$ cat config.mk
export PLATFORM = sky130hd
export DESIGN_NAME = msi_vector_allocator_core_flat
export DESIGN_NICKNAME = d
export VERILOG_FILES = /design/src/rtl/mav_pkg.sv /design/src/rtl/mav_if.sv /design/src/rtl/msi_vector_allocator_core.sv /design/src/rtl/mav_ram.sv /design/src/rtl/mav_bitmap.sv /design/src/flat_wrapper.sv
export SDC_FILE = /design/constraint.sdc
export NUM_CORES = 1
export LEC_CHECK = 0
export BUFFER_PORTS_ARGS = -buffer_cell sky130_fd_sc_hd__buf_2
export CAP_MARGIN = 20
export CORE_ASPECT_RATIO = 2
export CORE_MARGIN = 1.5
export CORE_UTILIZATION = 60
export DETAILED_ROUTE_END_ITERATION = 12
export PLACE_DENSITY = 0.79
export SKIP_CTS_REPAIR_TIMING = 1
export SYNTH_ARGS = -nofsm -noshare
export SYNTH_HDL_FRONTEND = slang
export SYNTH_SLANG_ARGS = --single-unit
$ cat constraint.sdc
create_clock -name clock -period 10.3 [get_ports clock]
set_clock_uncertainty 0.05 [all_clocks]
set_input_delay 1.545 -clock clock [delete_from_list [all_inputs] [get_ports clock]]
set_output_delay 1.545 -clock clock [all_outputs]
set_load 0.03 [all_outputs]
$ cat src/rtl/mav_pkg.sv
// mav_pkg: sizes, reset pattern, command and status codes and the control
// structs shared by the MSI vector allocator files.
// No dependencies.
package mav_pkg;

   localparam int POOL_SIZE  = 64;
   localparam int SLOT_COUNT = 8;
   localparam int IRQ_BASE   = 64;

   localparam int PoolIdxW  = (POOL_SIZE > 1) ? $clog2(POOL_SIZE) : 1;
   localparam int SlotIdxW  = (SLOT_COUNT > 1) ? $clog2(SLOT_COUNT) : 1;
   localparam int SlotCodeW = $clog2(SLOT_COUNT + 1);

   localparam logic [63:0] RESERVED_PATTERN = 64'hff00_0000_0000_ffff;
   localparam logic [POOL_SIZE-1:0] PoolResetVal = POOL_SIZE'(RESERVED_PATTERN);

   localparam int CsrAddrW = 3;
   localparam int CsrIdxW  = CsrAddrW - 2;
   localparam int REG_MSI_ENABLE = 0;

   localparam logic CMD_ALLOC = 1'b0;
   localparam logic CMD_FREE  = 1'b1;

   typedef enum logic [1:0] {
      STATUS_OK       = 2'd0,
      STATUS_FULL     = 2'd1,
      STATUS_DISABLED = 2'd2,
      STATUS_RANGE    = 2'd3
   } status_type;

   typedef struct packed {
      logic                 alloc_set;
      logic                 pool_clr;
      logic [PoolIdxW-1:0]  pool_clr_idx;
      logic                 slot_clr;
      logic [SlotIdxW-1:0]  slot_clr_idx;
   } bitmap_op_type;

   typedef struct packed {
      logic                 pool_found;
      logic [PoolIdxW-1:0]  pool_idx;
      logic                 slot_found;
      logic [SlotIdxW-1:0]  slot_idx;
   } bitmap_stat_type;

endpackage

$ cat src/rtl/mav_if.sv
// mav_req_if and mav_rsp_if: valid/ready channels of the MSI vector allocator.
// Depend on mav_pkg for the status code type.
interface mav_req_if;
   logic       valid;
   logic       ready;
   logic       command;
   logic [7:0] irq_number;

   modport source (output valid, command, irq_number, input ready);
   modport sink (input valid, command, irq_number, output ready);
endinterface

interface mav_rsp_if;
   logic                valid;
   logic                ready;
   mav_pkg::status_type status;
   logic [7:0]          irq_out;
   logic [7:0]          msi_data;
   logic                slot_valid;
   logic [2:0]          slot_index;

   modport source (output valid, status, irq_out, msi_data, slot_valid, slot_index,
                   input ready);
   modport sink (input valid, status, irq_out, msi_data, slot_valid, slot_index,
                 output ready);
endinterface

$ cat src/rtl/msi_vector_allocator_core.sv
// msi_vector_allocator_core: top level of the MSI vector allocator, with the
// command sequencer, the vector-to-slot RAM and the APB register port.
// Depends on mav_pkg, mav_if, mav_ram and mav_bitmap.
//
//   port       role     handshake              payload
//   req_chan   in       valid/ready            command, irq_number
//   rsp_chan   out      valid/ready            status, irq_out, msi_data, slot_*
//   csr_*      config   APB, pready tied high  msi_enable at byte 0
//
// Allocate: result in the cycle after accept, set by the bitmap search.
// Free: out of range at once; else via S_WAIT, reading the vector-to-slot RAM.
// One item in flight; a new item is taken in the cycle its result drains.
// Reset is synchronous; the RAM needs no clearing pass (per-entry valid bits).
// A stalled result holds in the output register.
module msi_vector_allocator_core (
   input  logic                          clock,
   input  logic                          reset,
   mav_req_if.sink                       req_chan,
   mav_rsp_if.source                     rsp_chan,
   input  logic                          csr_psel,
   input  logic                          csr_penable,
   input  logic                          csr_pwrite,
   input  logic [mav_pkg::CsrAddrW-1:0]  csr_paddr,
   input  logic [31:0]                   csr_pwdata,
   output logic [31:0]                   csr_prdata,
   output logic                          csr_pready
);

   typedef enum logic {S_IDLE, S_WAIT} state_type;

   state_type                        state_ff, state_in;
   logic                             enable_ff, enable_in;
   logic                             rsp_valid_ff, rsp_valid_in;
   mav_pkg::status_type              status_ff, status_in;
   logic [7:0]                       irq_out_ff, irq_out_in;
   logic [7:0]                       msi_data_ff, msi_data_in;
   logic                             slot_valid_ff, slot_valid_in;
   logic [2:0]                       slot_index_ff, slot_index_in;
   logic [mav_pkg::POOL_SIZE-1:0]    vts_valid_ff, vts_valid_in;
   logic                             rd_valid_ff, rd_valid_in;
   logic [mav_pkg::PoolIdxW-1:0]     free_idx_ff, free_idx_in;

   logic                             accept;
   logic [8:0]                       diff;
   logic                             in_range;
   logic [mav_pkg::PoolIdxW-1:0]     req_idx;
   logic                             ram_we;
   logic [mav_pkg::SlotCodeW-1:0]    ram_wdata;
   logic [mav_pkg::SlotCodeW-1:0]    ram_rdata;
   logic [mav_pkg::SlotCodeW-1:0]    code;
   logic [mav_pkg::SlotCodeW-1:0]    slot_num;
   logic                             csr_wr;
   logic                             csr_hit;
   mav_pkg::bitmap_op_type           bm_op;
   mav_pkg::bitmap_stat_type         bm_stat;

   mav_ram #(
      .WIDTH (mav_pkg::SlotCodeW),
      .DEPTH (mav_pkg::POOL_SIZE)
   ) u_vts_ram (
      .clock   (clock),
      .wr_en   (ram_we),
      .wr_addr (bm_stat.pool_idx),
      .wr_data (ram_wdata),
      .rd_addr (req_idx),
      .rd_data (ram_rdata)
   );

   mav_bitmap u_bitmap (
      .clock (clock),
      .reset (reset),
      .op    (bm_op),
      .stat  (bm_stat)
   );

   assign csr_pready = 1'b1;
   assign csr_hit    = csr_paddr[mav_pkg::CsrAddrW-1:2] ==
                       mav_pkg::CsrIdxW'(mav_pkg::REG_MSI_ENABLE);
   assign csr_wr     = csr_psel && csr_penable && csr_pwrite;
   assign csr_prdata = csr_hit ? {31'd0, enable_ff} : 32'd0;
   assign enable_in  = (csr_wr && csr_hit) ? csr_pwdata[0] : enable_ff;

   assign req_chan.ready      = (state_ff == S_IDLE) && (!rsp_valid_ff || rsp_chan.ready);
   assign accept              = req_chan.valid && req_chan.ready;
   assign rsp_chan.valid      = rsp_valid_ff;
   assign rsp_chan.status     = status_ff;
   assign rsp_chan.irq_out    = irq_out_ff;
   assign rsp_chan.msi_data   = msi_data_ff;
   assign rsp_chan.slot_valid = slot_valid_ff;
   assign rsp_chan.slot_index = slot_index_ff;

   assign diff     = {1'b0, req_chan.irq_number} - 9'(mav_pkg::IRQ_BASE);
   assign in_range = !diff[8] && (diff < 9'(mav_pkg::POOL_SIZE));
   assign req_idx  = diff[mav_pkg::PoolIdxW-1:0];
   assign code     = rd_valid_ff ? ram_rdata : '0;
   assign slot_num = code - mav_pkg::SlotCodeW'(1);

   always_comb begin
      state_in      = state_ff;
      rsp_valid_in  = rsp_valid_ff && !rsp_chan.ready;
      status_in     = status_ff;
      irq_out_in    = irq_out_ff;
      msi_data_in   = msi_data_ff;
      slot_valid_in = slot_valid_ff;
      slot_index_in = slot_index_ff;
      vts_valid_in  = vts_valid_ff;
      rd_valid_in   = rd_valid_ff;
      free_idx_in   = free_idx_ff;
      bm_op         = '0;
      ram_we        = 1'b0;
      ram_wdata     = mav_pkg::SlotCodeW'(bm_stat.slot_idx) + mav_pkg::SlotCodeW'(1);
      case (state_ff)
         S_IDLE: begin
            if (accept) begin
               rd_valid_in = vts_valid_ff[req_idx];
               free_idx_in = req_idx;
               if (req_chan.command == mav_pkg::CMD_ALLOC) begin
                  rsp_valid_in  = 1'b1;
                  irq_out_in    = '0;
                  msi_data_in   = '0;
                  slot_valid_in = 1'b0;
                  slot_index_in = '0;
                  if (!enable_ff) begin
                     status_in = mav_pkg::STATUS_DISABLED;
                  end else if (!bm_stat.pool_found) begin
                     status_in = mav_pkg::STATUS_FULL;
                  end else begin
                     status_in     = mav_pkg::STATUS_OK;
                     bm_op.alloc_set = 1'b1;
                     irq_out_in    = 8'(mav_pkg::IRQ_BASE + int'(bm_stat.pool_idx));
                     msi_data_in   = 8'(bm_stat.pool_idx);
                     if (bm_stat.slot_found) begin
                        ram_we        = 1'b1;
                        vts_valid_in[bm_stat.pool_idx] = 1'b1;
                        slot_valid_in = 1'b1;
                        slot_index_in = 3'(bm_stat.slot_idx);
                     end
                  end
               end else if (!in_range) begin
                  rsp_valid_in  = 1'b1;
                  status_in     = mav_pkg::STATUS_RANGE;
                  irq_out_in    = '0;
                  msi_data_in   = '0;
                  slot_valid_in = 1'b0;
                  slot_index_in = '0;
               end else begin
                  state_in = S_WAIT;
               end
            end
         end
         S_WAIT: begin
            state_in           = S_IDLE;
            rsp_valid_in       = 1'b1;
            status_in          = mav_pkg::STATUS_OK;
            irq_out_in         = '0;
            msi_data_in        = '0;
            slot_valid_in      = 1'b0;
            slot_index_in      = '0;
            bm_op.pool_clr     = 1'b1;
            bm_op.pool_clr_idx = free_idx_ff;
            vts_valid_in[free_idx_ff] = 1'b0;
            if (code != '0 && slot_num < mav_pkg::SlotCodeW'(mav_pkg::SLOT_COUNT)) begin
               bm_op.slot_clr     = 1'b1;
               bm_op.slot_clr_idx = mav_pkg::SlotIdxW'(slot_num);
               slot_valid_in      = 1'b1;
               slot_index_in      = 3'(slot_num);
            end
         end
         default: begin
            state_in = S_IDLE;
         end
      endcase
   end

   always_ff @(posedge clock) begin
      if (reset) begin
         state_ff     <= S_IDLE;
         enable_ff    <= 1'b1;
         rsp_valid_ff <= 1'b0;
         vts_valid_ff <= '0;
      end else begin
         state_ff     <= state_in;
         enable_ff    <= enable_in;
         rsp_valid_ff <= rsp_valid_in;
         vts_valid_ff <= vts_valid_in;
      end
      status_ff     <= status_in;
      irq_out_ff    <= irq_out_in;
      msi_data_ff   <= msi_data_in;
      slot_valid_ff <= slot_valid_in;
      slot_index_ff <= slot_index_in;
      rd_valid_ff   <= rd_valid_in;
      free_idx_ff   <= free_idx_in;
   end

   a_wait_gives_item: assert property (@(posedge clock) disable iff (reset)
      (state_ff == S_WAIT) |=> rsp_valid_ff && (status_ff == mav_pkg::STATUS_OK))
      else $error("free lookup did not produce an item");

   a_no_take_in_wait: assert property (@(posedge clock) disable iff (reset)
      (state_ff == S_WAIT) |-> !req_chan.ready)
      else $error("item taken during free lookup");

   a_disabled_alloc: assert property (@(posedge clock) disable iff (reset)
      (accept && req_chan.command == mav_pkg::CMD_ALLOC && !enable_ff)
      |=> (status_ff == mav_pkg::STATUS_DISABLED) && !slot_valid_ff)
      else $error("allocate while disabled was not refused");

   a_slot_needs_vector: assert property (@(posedge clock) disable iff (reset)
      ram_we |-> bm_op.alloc_set && bm_stat.pool_found)
      else $error("slot paired without an allocated vector");

endmodule

$ cat src/rtl/mav_ram.sv
// mav_ram: generic single-write, single-read RAM with registered read data.
// No dependencies.
module mav_ram #(
   parameter int WIDTH = 8,
   parameter int DEPTH = 16
) (
   input  logic                             clock,
   input  logic                             wr_en,
   input  logic [$clog2(DEPTH)-1:0]         wr_addr,
   input  logic [WIDTH-1:0]                 wr_data,
   input  logic [$clog2(DEPTH)-1:0]         rd_addr,
   output logic [WIDTH-1:0]                 rd_data
);

   logic [WIDTH-1:0] mem_ff [DEPTH];
   logic [WIDTH-1:0] rd_data_ff;

   always_ff @(posedge clock) begin
      if (wr_en) begin
         mem_ff[wr_addr] <= wr_data;
      end
      rd_data_ff <= mem_ff[rd_addr];
   end

   assign rd_data = rd_data_ff;

endmodule

$ cat src/rtl/mav_bitmap.sv
// mav_bitmap: pool and slot occupancy bitmaps with lowest-free-entry search.
// Depends on mav_pkg.
module mav_bitmap (
   input  logic                     clock,
   input  logic                     reset,
   input  mav_pkg::bitmap_op_type   op,
   output mav_pkg::bitmap_stat_type stat
);

   logic [mav_pkg::POOL_SIZE-1:0]  pool_ff;
   logic [mav_pkg::POOL_SIZE-1:0]  pool_in;
   logic [mav_pkg::SLOT_COUNT-1:0] slot_ff;
   logic [mav_pkg::SLOT_COUNT-1:0] slot_in;

   always_comb begin
      stat = '0;
      for (int i = mav_pkg::POOL_SIZE - 1; i >= 0; i--) begin
         if (!pool_ff[i]) begin
            stat.pool_found = 1'b1;
            stat.pool_idx   = mav_pkg::PoolIdxW'(i);
         end
      end
      for (int s = mav_pkg::SLOT_COUNT - 1; s >= 0; s--) begin
         if (!slot_ff[s]) begin
            stat.slot_found = 1'b1;
            stat.slot_idx   = mav_pkg::SlotIdxW'(s);
         end
      end
   end

   always_comb begin
      pool_in = pool_ff;
      slot_in = slot_ff;
      if (op.alloc_set && stat.pool_found) begin
         pool_in[stat.pool_idx] = 1'b1;
         if (stat.slot_found) begin
            slot_in[stat.slot_idx] = 1'b1;
         end
      end
      if (op.pool_clr) begin
         pool_in[op.pool_clr_idx] = 1'b0;
      end
      if (op.slot_clr) begin
         slot_in[op.slot_clr_idx] = 1'b0;
      end
   end

   always_ff @(posedge clock) begin
      if (reset) begin
         pool_ff <= mav_pkg::PoolResetVal;
         slot_ff <= '0;
      end else begin
         pool_ff <= pool_in;
         slot_ff <= slot_in;
      end
   end

endmodule
$ cat src/flat_wrapper.sv
// flat-port wrapper written by rule: the top's interface ports become plain ports
module msi_vector_allocator_core_flat 
  (clock, reset, csr_psel, csr_penable, csr_pwrite, csr_paddr, csr_pwdata, csr_prdata, csr_pready, req_chan_valid, req_chan_command, req_chan_irq_number, req_chan_ready, rsp_chan_valid, rsp_chan_status, rsp_chan_irq_out, rsp_chan_msi_data, rsp_chan_slot_valid, rsp_chan_slot_index, rsp_chan_ready);
  mav_req_if req_chan_i ();
  mav_rsp_if rsp_chan_i ();
  input  logic clock;
  input  logic reset;
  input  logic csr_psel;
  input  logic csr_penable;
  input  logic csr_pwrite;
  input  logic [mav_pkg::CsrAddrW-1:0] csr_paddr;
  input  logic [31:0] csr_pwdata;
  output logic [31:0] csr_prdata;
  output logic csr_pready;
  input wire logic [$bits(req_chan_i.valid)-1:0] req_chan_valid;
  input wire logic [$bits(req_chan_i.command)-1:0] req_chan_command;
  input wire logic [$bits(req_chan_i.irq_number)-1:0] req_chan_irq_number;
  output wire logic [$bits(req_chan_i.ready)-1:0] req_chan_ready;
  output wire logic [$bits(rsp_chan_i.valid)-1:0] rsp_chan_valid;
  output wire logic [$bits(rsp_chan_i.status)-1:0] rsp_chan_status;
  output wire logic [$bits(rsp_chan_i.irq_out)-1:0] rsp_chan_irq_out;
  output wire logic [$bits(rsp_chan_i.msi_data)-1:0] rsp_chan_msi_data;
  output wire logic [$bits(rsp_chan_i.slot_valid)-1:0] rsp_chan_slot_valid;
  output wire logic [$bits(rsp_chan_i.slot_index)-1:0] rsp_chan_slot_index;
  input wire logic [$bits(rsp_chan_i.ready)-1:0] rsp_chan_ready;
  assign req_chan_i.valid = req_chan_valid;
  assign req_chan_i.command = req_chan_command;
  assign req_chan_i.irq_number = req_chan_irq_number;
  assign req_chan_ready = req_chan_i.ready;
  assign rsp_chan_valid = rsp_chan_i.valid;
  assign rsp_chan_status = rsp_chan_i.status;
  assign rsp_chan_irq_out = rsp_chan_i.irq_out;
  assign rsp_chan_msi_data = rsp_chan_i.msi_data;
  assign rsp_chan_slot_valid = rsp_chan_i.slot_valid;
  assign rsp_chan_slot_index = rsp_chan_i.slot_index;
  assign rsp_chan_i.ready = rsp_chan_ready;
  msi_vector_allocator_core u_core (.clock(clock), .reset(reset), .req_chan(req_chan_i), .rsp_chan(rsp_chan_i), .csr_psel(csr_psel), .csr_penable(csr_penable), .csr_pwrite(csr_pwrite), .csr_paddr(csr_paddr), .csr_pwdata(csr_pwdata), .csr_prdata(csr_prdata), .csr_pready(csr_pready));
endmodule
Yosys cells after proc, flatten, opt, wreduce, memory -nomap -nowiden
Memory sizes are Yosys's and may differ from the RTL's. A register that Yosys moved wholly into a read port is not among the register bits.
Cells that the tools add are included.
{"block": "classes", "n_eq_ne": 6, "order_cmp": 13, "muxes": 150, "bitwise_logic": 11, "add_sub_neg": 4, "reduce_logical": 22}
{"op": "$mux W64", "count": 7}
{"op": "$mux W7", "count": 64}
{"op": "$and A64 B64 Y64", "count": 2}
{"op": "$not A64 Y64", "count": 2}
{"op": "$or A64 B64 Y64", "count": 2}
{"op": "$pmux W64 S2", "count": 1}
{"op": "$mux W8", "count": 11}
{"op": "$mux W4", "count": 10}
{"op": "$pmux W8 S2", "count": 2}
{"op": "$mux W1", "count": 31}
{"op": "$lt A6 B7 Y1 const B", "count": 4}
{"op": "$mux W3", "count": 7}
{"op": "$demux W1 S6", "count": 3}
{"op": "$ge A6 B1 Y1 const B", "count": 3}
{"op": "$logic_and A1 B1 Y1", "count": 14}
{"op": "$mux W11", "count": 1}
{"op": "$lt A9 B7 Y1 const B", "count": 1}
{"op": "$sub A8 B7 Y9 const B", "count": 1}
{"op": "$add A7 B6 Y8 const A", "count": 1}
{"op": "$and A8 B8 Y8", "count": 1}
{"op": "$lt A3 B4 Y1 const B", "count": 2}
{"op": "$mux W2", "count": 4}
{"op": "$ne A2 B1 Y1 const B", "count": 4}
{"op": "$not A8 Y8", "count": 1}
{"op": "other kinds (19)", "count": 27}
{"block": "word_totals", "in_bits": 51, "out_inout_bits": 57, "ramBits": 256, "elab_cells": 220, "ff_bits": 168, "n_memories": 1}
{"memory": "u_core.u_vts_ram.mem_ff", "depth": 64, "word_bits": 4, "rd": 1, "rd_ports_with_merged_regs": 1, "wr": 1, "line": "mav_ram.sv:15", "source": "logic [WIDTH-1:0] mem_ff [DEPTH];"}

Longest topological paths before layout
{"block": "logic_depth", "ltp_word": 75, "mapped_depth": 10, "ltp_nobuf": 8}

Cells and area by module
Synthesis repeated with hierarchy kept, for this count alone.
{"block": "hier_totals", "cells_unflattened": 1609, "area_unflattened_um2": 19308.5}
{"mod": "mav_ram", "n_inst": 1, "cells_per_inst": 521, "seq_area_each_um2": 7767.4, "area_per_inst_um2": 10407.5}
{"mod": "msi_vector_allocator_core", "n_inst": 1, "cells_per_inst": 514, "seq_area_each_um2": 1941.9, "area_per_inst_um2": 4626.9}
{"mod": "mav_bitmap", "n_inst": 1, "cells_per_inst": 574, "seq_area_each_um2": 1441.4, "area_per_inst_um2": 4274.1}

Worst setup path after synthesis
Ideal clock, no wire load.
{"block": "synth_timing", "path_kind": "flip-flop to flip-flop", "startpoint": "register u_core.u_bitmap.slot_ff[6] (netlist bit)", "endpoint": "memory u_core.u_vts_ram.mem_ff[0][2] (netlist bit) (data pin)", "synth_period_minus_slack_ns": 6.411, "path_stages_with_launch": 8, "path_buffers": 0, "arrival_time_ns": 5.793, "setup_slack_ns": 3.889, "cell_sequence": "dfxtp_1 nor2b_1 o21ai_0 a21boi_0 o21ai_0 inv_1 ha_1 xnor2_1"}
{"block": "synth_between", "elab_chain_cells": 8}
{"element": "start, declared", "line": "mav_bitmap.sv:12", "source": "logic [mav_pkg::SLOT_COUNT-1:0] slot_ff;"}
{"element": "start signal, assigned", "line": "mav_bitmap.sv:54", "source": "slot_ff <= slot_in;"}
{"element": "$mux W4 (7 in a row)", "line": "mav_bitmap.sv:24", "source": "if (!slot_ff[s]) begin"}
{"element": "$add A3 B1 Y4", "line": "msi_vector_allocator_core.sv:111", "source": "ram_wdata = mav_pkg::SlotCodeW'(bm_stat.slot_idx) + mav_pkg::SlotCodeW'(1);"}
{"element": "net u_core.ram_wdata (one bit)", "line": "msi_vector_allocator_core.sv:48", "source": "logic [mav_pkg::SlotCodeW-1:0] ram_wdata;"}
{"element": "end, declared", "line": "mav_ram.sv:15"}
The timed path passes the listed nets, and every way through them passes these cells.

Worst setup path after layout
{"block": "layout_timing", "startpoint": "input port req_chan_irq_number[0]", "endpoint": "register u_core.u_vts_ram.rd_data_ff[2] (netlist: u_core.u_vts_ram.rd_data[2]), read port of u_core.u_vts_ram.mem_ff"}
{"block": "layout_between", "elab_chain_cells": 1}
{"element": "start, declared", "line": "flat_wrapper.sv:17", "source": "input wire logic [$bits(req_chan_i.irq_number)-1:0] req_chan_irq_number;"}
{"element": "$sub A8 B7 Y9", "line": "msi_vector_allocator_core.sv:92", "source": "assign diff = {1'b0, req_chan.irq_number} - 9'(mav_pkg::IRQ_BASE);"}
{"element": "end, declared", "line": "mav_ram.sv:16", "source": "logic [WIDTH-1:0] rd_data_ff;"}
No other way between the ends.
A chain may end at the register's enable or synchronous reset.

==> impl_metrics.toml <==
[floorplanning]
die_y_um = 252
rows = 91
dieWidth_um = 128
start_util = 0.607
num_io_pins = 108
core_mm2 = 0.0306
dieArea_mm2 = 0.0321

[cts]
cts_inserted_buffers = 36
htreeDepth = 2
root_buffer = "clkbuf_16"
clock_path_buffers = 3
clk_latency_ns = 0.55
path_clk_slew_ns = 0.07
cts_sinks = 419
cts_tree = "built"

[drt]
via_count = 13000
dr.pass1.iters = 12
drtIter0Drc = 1793
wire_per_inst_um = 26.5
vias_per_cell = 6.92
drc = 1
wl_mm = 49.9
ant_nets = 0

[cells_and_area]
drive_gt1_frac = 0.160
synthToLayoutAreaGrowth_pct = 8.97
fin_nets = 1537
final_util = 0.662
insertedDiodeCount = 0

[timing]
fmax_mhz = 230
holdWs_ns = 0.400
timing.final.crit_period_ns = 4.35
relSlewSlack = 0.287
finalHoldViolCount = 0
setup_viol = 0
setup_tns_ns = 0
rsz0062_at_grt = "false"
worst_slew_pin_slew_ns = 1.06
drv_slew = 0
fin_crit_sh = 0.422
timing.final.ws_setup_ns = 5.95

[grt]
antenna_found_initial = 0
first_global_vias = 12900
grt_max_degree = 89
gr-total-overflow = 0
grt_pass1_wl_mm = 75.1
track_usage = 0.316

[synthesis]
synth_area_mm2 = 0.0186
syn_avg_cell_area_um2 = 12.7
synth_cells = 1460
synth_ff_type = "edfxtp_1"
yosysSeqAreaShare = 0.599
synth_area_leader_cell = "edfxtp_1"
synthDominantCellAreaShare = 0.446
synth_async_sr_flop_share = 0
synth_edf_count = 276
yosysWarningCount = 0
synthDistinctLibCells = 71
ys_ff_latch = 419
synth.area.top_cells = "edfxtp_1 (45%), dfxtp_1 (15%), mux4_2 (13%), nand2_1 (3.1%), o21ai_0 (2.6%)"

[worst_setup_path]
end_kind = "flop"
reg2reg_from = "u_core.u_bitmap.pool_ff[3]"
crit_type = "in -> reg"
path_common_cell = "mux4_2"
critPathMaxFanout = 50
crit_chain = "buf_4 -> buf_4 -> mux4_2 -> mux4_2 -> mux4_2"
path_delay_family = "multiplexers"
start_kind = "primary input"
critPathArrivalTime_ns = 4.71
critPathSlowestCell = "buf_4"
rr_endpoint = "u_core.u_vts_ram.mem_ff[6][1]"
path_buf_inv = 2
r2r_slack_ns = 6.14
cp_data_required_time_ns = 10.66
ff2ff_path_depth = 7
cp_slowest_stage_delay_ns = 0.85

[hold_path]
hold_depth = 2
hold_path.class = "reg -> reg"
hold_end = "u_core.vts_valid_ff[46]"
min_from = "u_core.vts_valid_ff[46]"

[outcome]
violations = "DRC"
outcome = "finished, violations left"

[run]
maxCapViolCount = 0

[power]
leakagePower_nw = 6.99
peakVddDrop_uv = 168
cellPowerDensity_mw_per_mm2 = 169

[place]
hpwl_mm = 32.5
port_buffers = 39
globalplace.congestion = 0.993
dp_slack_ns = 5.37
[worst max path at each step]
stage	start	to	cells after the start
6_report	req_chan_irq_number[0]	u_core.u_vts_ram.rd_data[2]	5
5_1_grt	req_chan_irq_number[0]	u_core.u_vts_ram.rd_data[2]	5
4_1_cts	req_chan_irq_number[0]	u_core.u_vts_ram.rd_data[2]	5
3_5_place_dp	req_chan_irq_number[0]	u_core.u_vts_ram.rd_data[0]	5
3_3_place_gp	req_chan_irq_number[0]	u_core.u_vts_ram.rd_data[0]	5
2_1_floorplan	u_core.u_bitmap.slot_ff[6]	u_core.u_vts_ram.mem_ff[0][2]	7
[tightest hold or removal path: cells and delay by family, from the launching register on]
family	cells	cell delay [ns]
AO/OA/AOI/OAI	1	0.06
AND/OR/NAND/NOR	1	0.04
flip-flops	1	0.32
[synthesized netlist by cell type (all sizes together) (13+ instances only)]
cell and count:
nand2 156, nand3 27, inv 58, nor2b 22
a32o 16, mux4 105, clkbuf 54, edfxtp 276
nand2b 15, a211oi 13, nand3b 22, nor2 86
nand4 24, o21ai 105, nor3 28, a21oi 77
buf 58, dfxtp 143
[routing by layer]
metal / global-route usage / up-vias / part of all wire
met2: 0.518 / 858 / 0.49
met5: 0 / - / 0
met3: 0.0492 / 199 / 0.085
met4: 0.182 / 0 / 0.067
met1: 0.399 / 6389 / 0.36
li1: - / 5578 / -
[layout by cell type (no fill, tap or decap), types with 5 or more instances in the layout]
master	netlist	final
edfxtp_1	276	276
nand2_1	156	156
dfxtp_1	143	143
mux4_2	105	105
o21ai_0	98	97
nor2_1	85	85
a21oi_1	77	76
inv_1	58	58
buf_2	6	38
clkbuf_16	0	37
conb_1	2	35
nand3_1	27	27
nor3_1	28	27
nand4_1	23	23
nor2b_1	22	22
nand3b_1	22	22
buf_4	41	22
a32o_1	16	16
nand2b_1	15	15
a211oi_1	13	13
and4_1	12	12
o211ai_1	11	11
and2_1	11	11
a31oi_1	10	10
nor4_1	9	9
o31ai_1	9	9
a221oi_1	8	8
a21o_1	7	7
o2111ai_1	7	7
and3_1	8	7
o21ai_1	7	7
clkbuf_1	53	7
a21boi_0	6	6
or3_1	6	6
bufinv_16	0	5
[power by group]
| group | leakage (nW) | internal, mW | total, mW | switching, mW |
|---|---|---|---|---|
| clock | 0.588 | 0.811 | 1.43 | 0.616 |
| combinational | 2.47 | 0.0578 | 0.190 | 0.133 |
| sequential | 3.93 | 1.79 | 1.80 | 0.00913 |
[cell type report]
type | instances | area, um2
clock inverter | 17 | 221
multi-input combinational | 904 | 6810
fill | 2119 | 10400
clock buffer | 47 | 993
sequential | 419 | 11200
tap | 372 | 465
inverter | 58 | 218
timing repair buffer | 64 | 415
[through the flow]
step                area (um2)  power [mW]  cells
floorplan                18700        1.98   1493
finish                   20300        3.42   1881
global route             20300        3.49   1881
global placement         19000        2.02   1812
detailed placement       19000        2.02   1813
CTS                      20200        3.42   1877
[cells by family after synthesis]
| group | Yosys count | synth area share |
|---|---|---|
| fa+ha+maj | 3 | 0.00202 |
| xor+xnor | 3 | 0.00141 |
| compound gates | 308 | 0.105 |
| mux | 105 | 0.127 |
| simple gates | 450 | 0.121 |
| buf+inv | 170 | 0.0430 |
| flops | 419 | 0.599 |
| other cells | 2 | 0.000404 |
[registers in the layout, indices dropped and copies added, names as in the netlist]
signal and cells:
u_core.u_vts_ram.rd_data 4, u_core.rsp_chan.valid 1, u_core.enable_ff 1, u_core.u_vts_ram.mem_ff 256, u_core.rsp_chan.slot_index 3, u_core.free_idx_ff 6, u_core.u_bitmap.pool_ff 64, u_core.u_bitmap.slot_ff 8
u_core.rsp_chan.irq_out 1, u_core.rsp_chan.msi_data 6, u_core.rsp_chan.slot_valid 1, u_core.rsp_chan.status 2, u_core.rd_valid_ff 1, u_core.vts_valid_ff 64, u_core.state_ff 1
Power figures use the tool's default switching activity.
